[config.mk]
export PLATFORM = sky130hd
export DESIGN_NAME = shift_light_and_alarm_led_driver
export DESIGN_NICKNAME = d
export VERILOG_FILES = /design/src/design/slad_pkg.sv /design/src/design/slad_cfg.sv /design/src/design/slad_strobe.sv /design/src/design/slad_color.sv /design/src/design/shift_light_and_alarm_led_driver.sv
export SDC_FILE = /design/constraint.sdc
export NUM_CORES = 1
export LEC_CHECK = 0
export BUFFER_PORTS_ARGS = -buffer_cell sky130_fd_sc_hd__buf_2
export CAP_MARGIN = 20
export CORE_MARGIN = 5
export CORE_UTILIZATION = 40
export CTS_BUF_LIST = sky130_fd_sc_hd__clkbuf_8
export CTS_CLUSTER_DIAMETER = 60
export DETAILED_ROUTE_END_ITERATION = 7
export PLACE_DENSITY = 0.73
export SLEW_MARGIN = 20
export SYNTH_ARGS = -nofsm -noshare
export SYNTH_HDL_FRONTEND = slang
export SYNTH_SLANG_ARGS = --single-unit
[constraint.sdc]
create_clock -name clk -period 8.2 [get_ports clk]
set_input_delay 1.23 -clock clk [delete_from_list [all_inputs] [get_ports clk]]
set_output_delay 1.23 -clock clk [all_outputs]
set_load 0.005 [all_outputs]
[src/design/slad_pkg.sv]
// Shared types, register codes and color constants of the shift light and alarm LED driver.
package slad_pkg;

  localparam int unsigned NumLeds    = 7;
  localparam int unsigned ColorW     = 24;
  localparam int unsigned InDataW    = 88;
  localparam int unsigned OutDataW   = NumLeds * ColorW;
  localparam int unsigned CfgAddrW   = 5;
  localparam int unsigned CfgDataW   = 32;

  localparam logic [31:0] StrobePeriodMs = 32'd60;
  localparam logic [16:0] LadderSpanRpm  = 17'd1600;
  localparam logic [16:0] RedMarginRpm   = 17'd50;
  localparam logic [14:0] BatteryMinMv   = 15'd1000;

  localparam logic [ColorW-1:0] ColOff     = 24'h000000;
  localparam logic [ColorW-1:0] ColGreen   = 24'h00FF00;
  localparam logic [ColorW-1:0] ColAmber   = 24'hFFC800;
  localparam logic [ColorW-1:0] ColOrange  = 24'hFF7800;
  localparam logic [ColorW-1:0] ColRed     = 24'hFF0000;
  localparam logic [ColorW-1:0] ColBlue    = 24'h0096FF;
  localparam logic [ColorW-1:0] ColBattery = 24'hFF6400;
  localparam logic [ColorW-1:0] ColMagenta = 24'hFF00C8;
  localparam logic [ColorW-1:0] ColWhite   = 24'hFFFFFF;

  typedef enum logic [2:0] {
    REG_SHIFT_ENABLE    = 3'd0,
    REG_SHIFT_POINT_RPM = 3'd1,
    REG_ALARM_ENABLE    = 3'd2,
    REG_WATER_ALARM_C   = 3'd3,
    REG_LOW_BATTERY_MV  = 3'd4,
    REG_EXHAUST_ALARM_C = 3'd5,
    REG_REV_LIMIT_RPM   = 3'd6
  } reg_idx_t;

  typedef struct packed {
    logic        shift_enable;
    logic [15:0] shift_point_rpm;
    logic        alarm_enable;
    logic [7:0]  water_alarm_c;
    logic [14:0] low_battery_mv;
    logic [10:0] exhaust_alarm_c;
    logic [15:0] rev_limit_rpm;
  } cfg_t;

  typedef struct packed {
    logic [10:0]        egt_c;
    logic [14:0]        battery_mv;
    logic signed [8:0]  coolant_c;
    logic [15:0]        engine_rpm;
    logic [31:0]        now_ms;
  } item_t;

  typedef logic [NumLeds-1:0][ColorW-1:0] led_vec_t;

endpackage

[src/design/slad_cfg.sv]
// Configuration register file with its APB-style access port.
module slad_cfg (
  input  logic                           clk,
  input  logic                           rst_n,
  input  logic                           cfg_psel,
  input  logic                           cfg_penable,
  input  logic                           cfg_pwrite,
  input  logic [slad_pkg::CfgAddrW-1:0]  cfg_paddr,
  input  logic [slad_pkg::CfgDataW-1:0]  cfg_pwdata,
  output logic [slad_pkg::CfgDataW-1:0]  cfg_prdata,
  output logic                           cfg_pready,
  output slad_pkg::cfg_t                 cfg
);
  import slad_pkg::*;

  cfg_t     cfg_r;
  cfg_t     cfg_nxt;
  logic     wr_en;
  reg_idx_t idx;
  logic     idx_ok;

  assign cfg_pready = 1'b1;
  assign wr_en      = cfg_psel && cfg_penable && cfg_pwrite;
  // Indexes past the last register are ignored.
  assign idx_ok     = (cfg_paddr[4:2] <= REG_REV_LIMIT_RPM);
  assign idx        = reg_idx_t'(cfg_paddr[4:2]);

  always_comb begin
    cfg_nxt = cfg_r;
    if (wr_en && idx_ok) begin
      unique case (idx)
        REG_SHIFT_ENABLE:    cfg_nxt.shift_enable    = cfg_pwdata[0];
        REG_SHIFT_POINT_RPM: cfg_nxt.shift_point_rpm = cfg_pwdata[15:0];
        REG_ALARM_ENABLE:    cfg_nxt.alarm_enable    = cfg_pwdata[0];
        REG_WATER_ALARM_C:   cfg_nxt.water_alarm_c   = cfg_pwdata[7:0];
        REG_LOW_BATTERY_MV:  cfg_nxt.low_battery_mv  = cfg_pwdata[14:0];
        REG_EXHAUST_ALARM_C: cfg_nxt.exhaust_alarm_c = cfg_pwdata[10:0];
        REG_REV_LIMIT_RPM:   cfg_nxt.rev_limit_rpm   = cfg_pwdata[15:0];
        default:             cfg_nxt = cfg_r;
      endcase
    end
  end

  always_comb begin
    cfg_prdata = '0;
    unique case (idx)
      REG_SHIFT_ENABLE:    cfg_prdata = {31'd0, cfg_r.shift_enable};
      REG_SHIFT_POINT_RPM: cfg_prdata = {16'd0, cfg_r.shift_point_rpm};
      REG_ALARM_ENABLE:    cfg_prdata = {31'd0, cfg_r.alarm_enable};
      REG_WATER_ALARM_C:   cfg_prdata = {24'd0, cfg_r.water_alarm_c};
      REG_LOW_BATTERY_MV:  cfg_prdata = {17'd0, cfg_r.low_battery_mv};
      REG_EXHAUST_ALARM_C: cfg_prdata = {21'd0, cfg_r.exhaust_alarm_c};
      REG_REV_LIMIT_RPM:   cfg_prdata = {16'd0, cfg_r.rev_limit_rpm};
      default:             cfg_prdata = '0;
    endcase
  end

  always_ff @(posedge clk) begin
    if (!rst_n) begin
      cfg_r.shift_enable    <= 1'b1;
      cfg_r.shift_point_rpm <= 16'd7000;
      cfg_r.alarm_enable    <= 1'b1;
      cfg_r.water_alarm_c   <= 8'd105;
      cfg_r.low_battery_mv  <= 15'd3400;
      cfg_r.exhaust_alarm_c <= 11'd850;
      cfg_r.rev_limit_rpm   <= 16'd0;
    end else begin
      cfg_r <= cfg_nxt;
    end
  end

  assign cfg = cfg_r;

endmodule

[src/design/slad_strobe.sv]
// Strobe phase and last toggle time, advanced once per word moved to the result stage.
module slad_strobe (
  input  logic        clk,
  input  logic        rst_n,
  input  logic        advance,
  input  logic [31:0] now_ms,
  output logic        phase
);
  logic        phase_r;
  logic        phase_nxt;
  logic [31:0] last_ms_r;
  logic [31:0] last_ms_nxt;
  logic [31:0] elapsed;
  logic        toggle;

  import slad_pkg::*;

  // Elapsed time wraps modulo 2^32 like the timestamp itself.
  assign elapsed     = now_ms - last_ms_r;
  assign toggle      = (elapsed >= StrobePeriodMs);
  assign phase_nxt   = toggle ? ~phase_r : phase_r;
  assign last_ms_nxt = toggle ? now_ms : last_ms_r;
  assign phase       = phase_nxt;

  always_ff @(posedge clk) begin
    if (!rst_n) begin
      phase_r   <= 1'b0;
      last_ms_r <= 32'd0;
    end else if (advance) begin
      phase_r   <= phase_nxt;
      last_ms_r <= last_ms_nxt;
    end
  end

endmodule

[src/design/slad_color.sv]
// Shift ladder and alarm color selection for one telemetry word.
module slad_color (
  input  slad_pkg::item_t    item,
  input  slad_pkg::cfg_t     cfg,
  input  logic               phase,
  output slad_pkg::led_vec_t leds
);
  import slad_pkg::*;

  logic [16:0] shift;
  logic [16:0] rpm;
  logic [16:0] start;
  logic [16:0] step;
  logic [16:0] thr1;
  logic [16:0] thr2;
  logic [16:0] thr3;
  logic [ColorW-1:0] strobe_col;
  logic        water_hot;
  logic        bat_low;
  logic        exh_hot;
  logic        over_rev;

  assign shift = {1'b0, cfg.shift_point_rpm};
  assign rpm   = {1'b0, item.engine_rpm};

  always_comb begin
    if (shift > LadderSpanRpm) begin
      start = shift - LadderSpanRpm;
      step  = LadderSpanRpm >> 2;
    end else begin
      start = '0;
      step  = (shift >> 2 == 17'd0) ? 17'd1 : shift >> 2;
    end
  end

  assign thr1 = start + step;
  assign thr2 = start + (step << 1);
  assign thr3 = thr2 + step;
  assign strobe_col = phase ? ColBlue : ColOff;

  assign water_hot = (cfg.water_alarm_c != 8'd0) &&
                     ($signed({item.coolant_c[8], item.coolant_c}) >=
                      $signed({2'b00, cfg.water_alarm_c}));
  assign bat_low   = (item.battery_mv < cfg.low_battery_mv) && (item.battery_mv > BatteryMinMv);
  assign exh_hot   = (cfg.exhaust_alarm_c != 11'd0) &&
                     (item.egt_c >= cfg.exhaust_alarm_c);
  assign over_rev  = (cfg.rev_limit_rpm != 16'd0) && (item.engine_rpm >= cfg.rev_limit_rpm);

  always_comb begin
    leds = '0;
    if (!cfg.shift_enable) begin
      for (int i = 0; i < 5; i++) leds[i] = ColOff;
    end else if (rpm >= shift) begin
      for (int i = 0; i < 5; i++) leds[i] = strobe_col;
    end else begin
      leds[0] = (rpm >= start) ? ColGreen : ColOff;
      leds[1] = (rpm >= thr1) ? ColGreen : ColOff;
      leds[2] = (rpm >= thr2) ? ColAmber : ColOff;
      leds[3] = (rpm >= thr3) ? ColOrange : ColOff;
      leds[4] = (rpm + RedMarginRpm >= shift) ? ColRed : ColOff;
    end

    if (!cfg.alarm_enable) begin
      leds[5] = ColOff;
      leds[6] = ColOff;
    end else begin
      if (water_hot)    leds[5] = phase ? ColRed : ColOff;
      else if (bat_low) leds[5] = ColBattery;
      else              leds[5] = ColOff;

      if (exh_hot)       leds[6] = phase ? ColMagenta : ColOff;
      else if (over_rev) leds[6] = phase ? ColWhite : ColRed;
      else               leds[6] = ColOff;
    end
  end

endmodule

[src/design/shift_light_and_alarm_led_driver.sv]
// Top level of the shift light and alarm LED driver: stream stages, strobe, colors, registers.
//
// Each input word carries a millisecond timestamp and engine telemetry and yields one output
// word of seven 0xRRGGBB colors, LED 0 in the lowest 24 bits. The block takes one word per
// clock cycle while out_tready does not stall it. An accepted word is held in the input
// register, then the strobe update and all color selection happen in the single step into
// the output register. The strobe advances in word order as each word enters the output
// register. Back-pressure from out_tready reaches in_tready in the same cycle.
// Registers sit at byte addresses 4*i and are meant to be written while no word is in flight.
module shift_light_and_alarm_led_driver (
  input  logic                           clk,
  input  logic                           rst_n,
  input  logic                           in_tvalid,
  output logic                           in_tready,
  // Fields from bit 0: now_ms[31:0], engine_rpm[47:32], coolant temperature[56:48],
  // battery_mv[71:57], exhaust temperature[82:72], zero fill [87:83].
  input  logic [slad_pkg::InDataW-1:0]   in_tdata,
  output logic                           out_tvalid,
  input  logic                           out_tready,
  // Fields from bit 0: led0_color .. led6_color, 24 bits each.
  output logic [slad_pkg::OutDataW-1:0]  out_tdata,
  input  logic                           cfg_psel,
  input  logic                           cfg_penable,
  input  logic                           cfg_pwrite,
  input  logic [slad_pkg::CfgAddrW-1:0]  cfg_paddr,
  input  logic [slad_pkg::CfgDataW-1:0]  cfg_pwdata,
  output logic [slad_pkg::CfgDataW-1:0]  cfg_prdata,
  output logic                           cfg_pready
);
  import slad_pkg::*;

  cfg_t     cfg;
  item_t    item_in;
  item_t    s1_item_r;
  logic     s1_valid_r;
  logic     s1_valid_nxt;
  logic     out_valid_r;
  logic     out_valid_nxt;
  led_vec_t leds;
  led_vec_t out_leds_r;
  logic     phase;
  logic     in_acc;
  logic     out_free;
  logic     adv;

  slad_cfg u_cfg (
    .clk         (clk),
    .rst_n       (rst_n),
    .cfg_psel    (cfg_psel),
    .cfg_penable (cfg_penable),
    .cfg_pwrite  (cfg_pwrite),
    .cfg_paddr   (cfg_paddr),
    .cfg_pwdata  (cfg_pwdata),
    .cfg_prdata  (cfg_prdata),
    .cfg_pready  (cfg_pready),
    .cfg         (cfg)
  );

  assign item_in.now_ms     = in_tdata[31:0];
  assign item_in.engine_rpm = in_tdata[47:32];
  assign item_in.coolant_c  = in_tdata[56:48];
  assign item_in.battery_mv = in_tdata[71:57];
  assign item_in.egt_c      = in_tdata[82:72];

  assign out_free  = !out_valid_r || out_tready;
  assign adv       = s1_valid_r && out_free;
  assign in_tready = !s1_valid_r || adv;
  assign in_acc    = in_tvalid && in_tready;

  assign s1_valid_nxt  = in_acc || (s1_valid_r && !adv);
  assign out_valid_nxt = adv || (out_valid_r && !out_tready);

  slad_strobe u_strobe (
    .clk     (clk),
    .rst_n   (rst_n),
    .advance (adv),
    .now_ms  (s1_item_r.now_ms),
    .phase   (phase)
  );

  slad_color u_color (
    .item  (s1_item_r),
    .cfg   (cfg),
    .phase (phase),
    .leds  (leds)
  );

  always_ff @(posedge clk) begin
    if (!rst_n) begin
      s1_valid_r  <= 1'b0;
      out_valid_r <= 1'b0;
    end else begin
      s1_valid_r  <= s1_valid_nxt;
      out_valid_r <= out_valid_nxt;
    end
  end

  always_ff @(posedge clk) begin
    if (in_acc) begin
      s1_item_r <= item_in;
    end
    if (adv) begin
      out_leds_r <= leds;
    end
  end

  assign out_tvalid = out_valid_r;
  assign out_tdata  = out_leds_r;

endmodule

==> flow_summary.ini <==
[sta]
fin_setup_tns_ns = 0
holdWs_ns = 0.454
slew_headroom_pct = 34.9
worst-slew-pin-transition_ns = 0.964
setup_viol = 0
max_freq_mhz = 158
period_share_pct = 77.3
drv_slew = 0
hold_violations = 0
period_needed_ns = 6.34
rsz0062_at_grt = no
skew_ns = 0.0370

[floorplanning]
io_pins = 335
row_count = 74
dieArea_sq_um = 45400
start_util_pct = 40.4
die_w_um = 213
core_sq_um = 40800
fp.dieH_um = 213

[placed_design]
gp_congestion = 0.974
dpl.cell_count = 2512
portBuffers = 258
dpl.hpwl_um = 35600

[clock_network]
ctsRootBufferMaster = clkbuf_8
cts_made_buffers = 38
clkTransAtPathRegs_ns = 0.05
htreeDepth = 2
clk_latency_ns = 0.60
cts-resized-gates = 0
clk_path_buf_depth = 3
cts_tree = done
cts.sinks = 203
cts_hold_buf = 0
postCtsSetupBuffers = 0

[worst_setup_path]
crit_family = compound AO/OA/AOI/OAI gates
path_max_fanout = 25
reg2regPathDepth = 24
critical_path.reg2reg.endpoint = out_tdata[84]
cp_slowest_stage_delay_ns = 0.65
cp_num_cells = 24
arrival_ns = 6.63
start_kind = flip-flop
crit_chain = ha_1, or3b_2, o31a_1, nand2b_1, buf_4, nand2_1, nand2_1, ha_1, ha_1, a21oi_1, o21bai_1, a21oi_1, o21bai_1, a21oi_1, o21bai_1, o311a_1, a21o_1, ha_1, a21o_1, a211o_1, o221ai_1, a21oi_1, o211a_1, nand3b_1
crit_path_start = u_cfg.cfg[57]
rrSetupSlack_ns = 1.86
required_ns = 8.50
crit_buf_inv = 1
endpoint_kind = flip-flop
crit_end = out_tdata[84]
r2r-start = u_cfg.cfg[57]
crit_path_top_delay_cell = dfxtp_1
critPathKind = reg -> reg

[logic_synthesis]
synthMuxAreaShare_pct = 4.17
ys_seq_area_share_pct = 30.7
ys.flop_type = dfxtp_1
synth_top_family_by_area = compound AO/OA/AOI/OAI gates
synthAdderAreaFrac_pct = 15.1
ys_ff_latch = 203
synth_cell_type_count = 80
synthCells = 1894
synth-edff-count = 100
synth_compound_area_share_pct = 17.9
synth.most_common_cell = nand2_1
ys_async_sr_fraction_pct = 0
synth-xor-area-share_pct = 3.45
synth_area_sq_um = 16500
synth_top_cell_area_share_pct = 18.2
synthTopCellsByCount = 251 x nand2_1, 196 x ha_1, 168 x buf_4
ys.warnings.count = 0
yosys.area_share.simple_pct = 15.9
syn_area_per_cell_sq_um = 8.70
yosysTopAreaCell = edfxtp_1
yosys-top-cells-area = edfxtp_1 18%, ha_1 15%, dfxtp_1 13%

[power_and_ir_drop]
p_leak_nw = 7.96
clkPwrFrac_pct = 36.6
comb_power_share_pct = 20.5
p_seq_share_pct = 42.9
swShare_pct = 29.7
ir_drop_uv = 133
power_density_nw_per_um2 = 150
internal-power_mw = 1.90
p_switching_uw = 802

[run]
maxCapViolCount = 0

[global_route]
grt_util_met3_pct = 3.57
gr-usage-all-layers_pct = 19.1
grt_use_met1_pct = 24.6
grt_pass1_wl_um = 69600
grt_use_met2_pct = 31.6
first_global_vias = 13300
grt_max_degree = 97
grt_overflow = 0
antenna_found_initial = 3
top_usage_layer = met2

[finish]
multiInputGateArea_sq_um = 9570
syn_to_final_growth_pct = 9.28
antenna_cells = 0
final_nets = 2351
seqCellArea_sq_um = 5060
drive_above_1_share_pct = 17.1
final_util_pct = 44.1
fill_cells = 4012
final_cells = 2582

[route]
totalWireLength_um = 45000
num_vias = 13900
avgRoutedWirePerCell_um = 17.4
drt_iter0_markers = 1070
postRouteAntennaNets = 0
drc = 0
vias_per_cell = 5.38
drtPass1Iterations = 5

[outcome]
status = completed

[min_path]
holdCritPathClass = reg -> reg
-- how the worst min path moves through the flow --
| stage | startpoint | end | slack (ns) | cells past startpoint |
|---|---|---|---|---|
| 2_1_floorplan | u_strobe.last_ms_r[10] | u_strobe.last_ms_r[10] | 0.43 | 2 |
| 3_3_place_gp | u_strobe.last_ms_r[15] | u_strobe.last_ms_r[15] | 0.44 | 2 |
| 3_5_place_dp | u_strobe.last_ms_r[30] | u_strobe.last_ms_r[30] | 0.45 | 2 |
| 4_1_cts | u_strobe.last_ms_r[30] | u_strobe.last_ms_r[30] | 0.46 | 2 |
| 5_1_grt | u_strobe.last_ms_r[8] | u_strobe.last_ms_r[8] | 0.48 | 2 |
| 6_report | u_strobe.last_ms_r[30] | u_strobe.last_ms_r[30] | 0.45 | 2 |
-- metrics by stage --
step / setup slack (ns) / power (mW) / cell area, sq um
3_3_place_gp: 2.10 / 1.71 / 17200
6_report: 1.86 / 2.70 / 18000
3_5_place_dp: 2.01 / 1.73 / 17200
5_1_grt: 1.46 / 2.86 / 18000
2_1_floorplan: 2.52 / 1.60 / 16700
4_1_cts: 1.95 / 2.74 / 18000
-- layout by cell type, fill, tap and decap left out, types with 62 or more instances in the layout --
cell type / synthesis / layout
a21oi_1: 72 / 72
buf_2: 0 / 257
conb_1: 2 / 62
dfxtp_1: 103 / 103
edfxtp_1: 100 / 100
ha_1: 196 / 196
inv_1: 148 / 162
mux2i_1: 63 / 63
nand2_1: 251 / 251
nor2_1: 68 / 67
o21ai_0: 63 / 63
-- routing by layer --
layer	vias up	share of wire, %	wire (um)
li1	6779	-	-
met1	6499	43	19300
met2	501	47	21200
met3	95	6.2	2780
met4	6	3.8	1730
met5	-	0.071	32
-- power by group through the flow --
stage / sequential (mW) / combinational [mW] / clock, mW
global route: 1.16 / 0.624 / 1.07
global placement: 1.18 / 0.533 / 0
CTS: 1.16 / 0.550 / 1.03
floorplan: 1.17 / 0.434 / 0
finish: 1.16 / 0.555 / 0.991
detailed placement: 1.18 / 0.548 / 0
-- state kept, by name (all words and copies together), names as in the netlist --
name                flops
s1_valid_r              1
u_strobe.phase_r        1
u_strobe.last_ms_r     32
s1_item_r              83
u_cfg.cfg              68
out_tdata              17
out_tvalid              1
-- cell families after synthesis --
kind of cell	count (synthesis)
other	2
multiplexers	67
buffers and inverters	388
XOR/XNOR	65
AO/OA/AOI/OAI	426
AND/OR/NAND/NOR	545
flip-flops	203
adder cells (fa/ha/maj)	198
-- worst register-to-register path, stage by stage, from the launching register on --
cell	delay, ns
dfxtp_1	0.65
ha_1	0.23
or3b_2	0.43
o31a_1	0.38
nand2b_1	0.19
buf_4	0.22
nand2_1	0.15
nand2_1	0.07
ha_1	0.31
ha_1	0.33
a21oi_1	0.26
o21bai_1	0.10
a21oi_1	0.26
o21bai_1	0.10
a21oi_1	0.30
o21bai_1	0.19
o311a_1	0.37
a21o_1	0.18
ha_1	0.29
a21o_1	0.17
a211o_1	0.28
o221ai_1	0.15
a21oi_1	0.11
o211a_1	0.18
nand3b_1	0.15
-- layout make-up --
class	count	area share [%]
clock inverter	22	0.702
sequential	203	28.1
multi-input combinational	1363	53.1
timing repair buffer	267	7.69
tap	532	3.70
clock buffer	47	3.59
inverter	148	3.08
(Power assumes the default switching activity.)
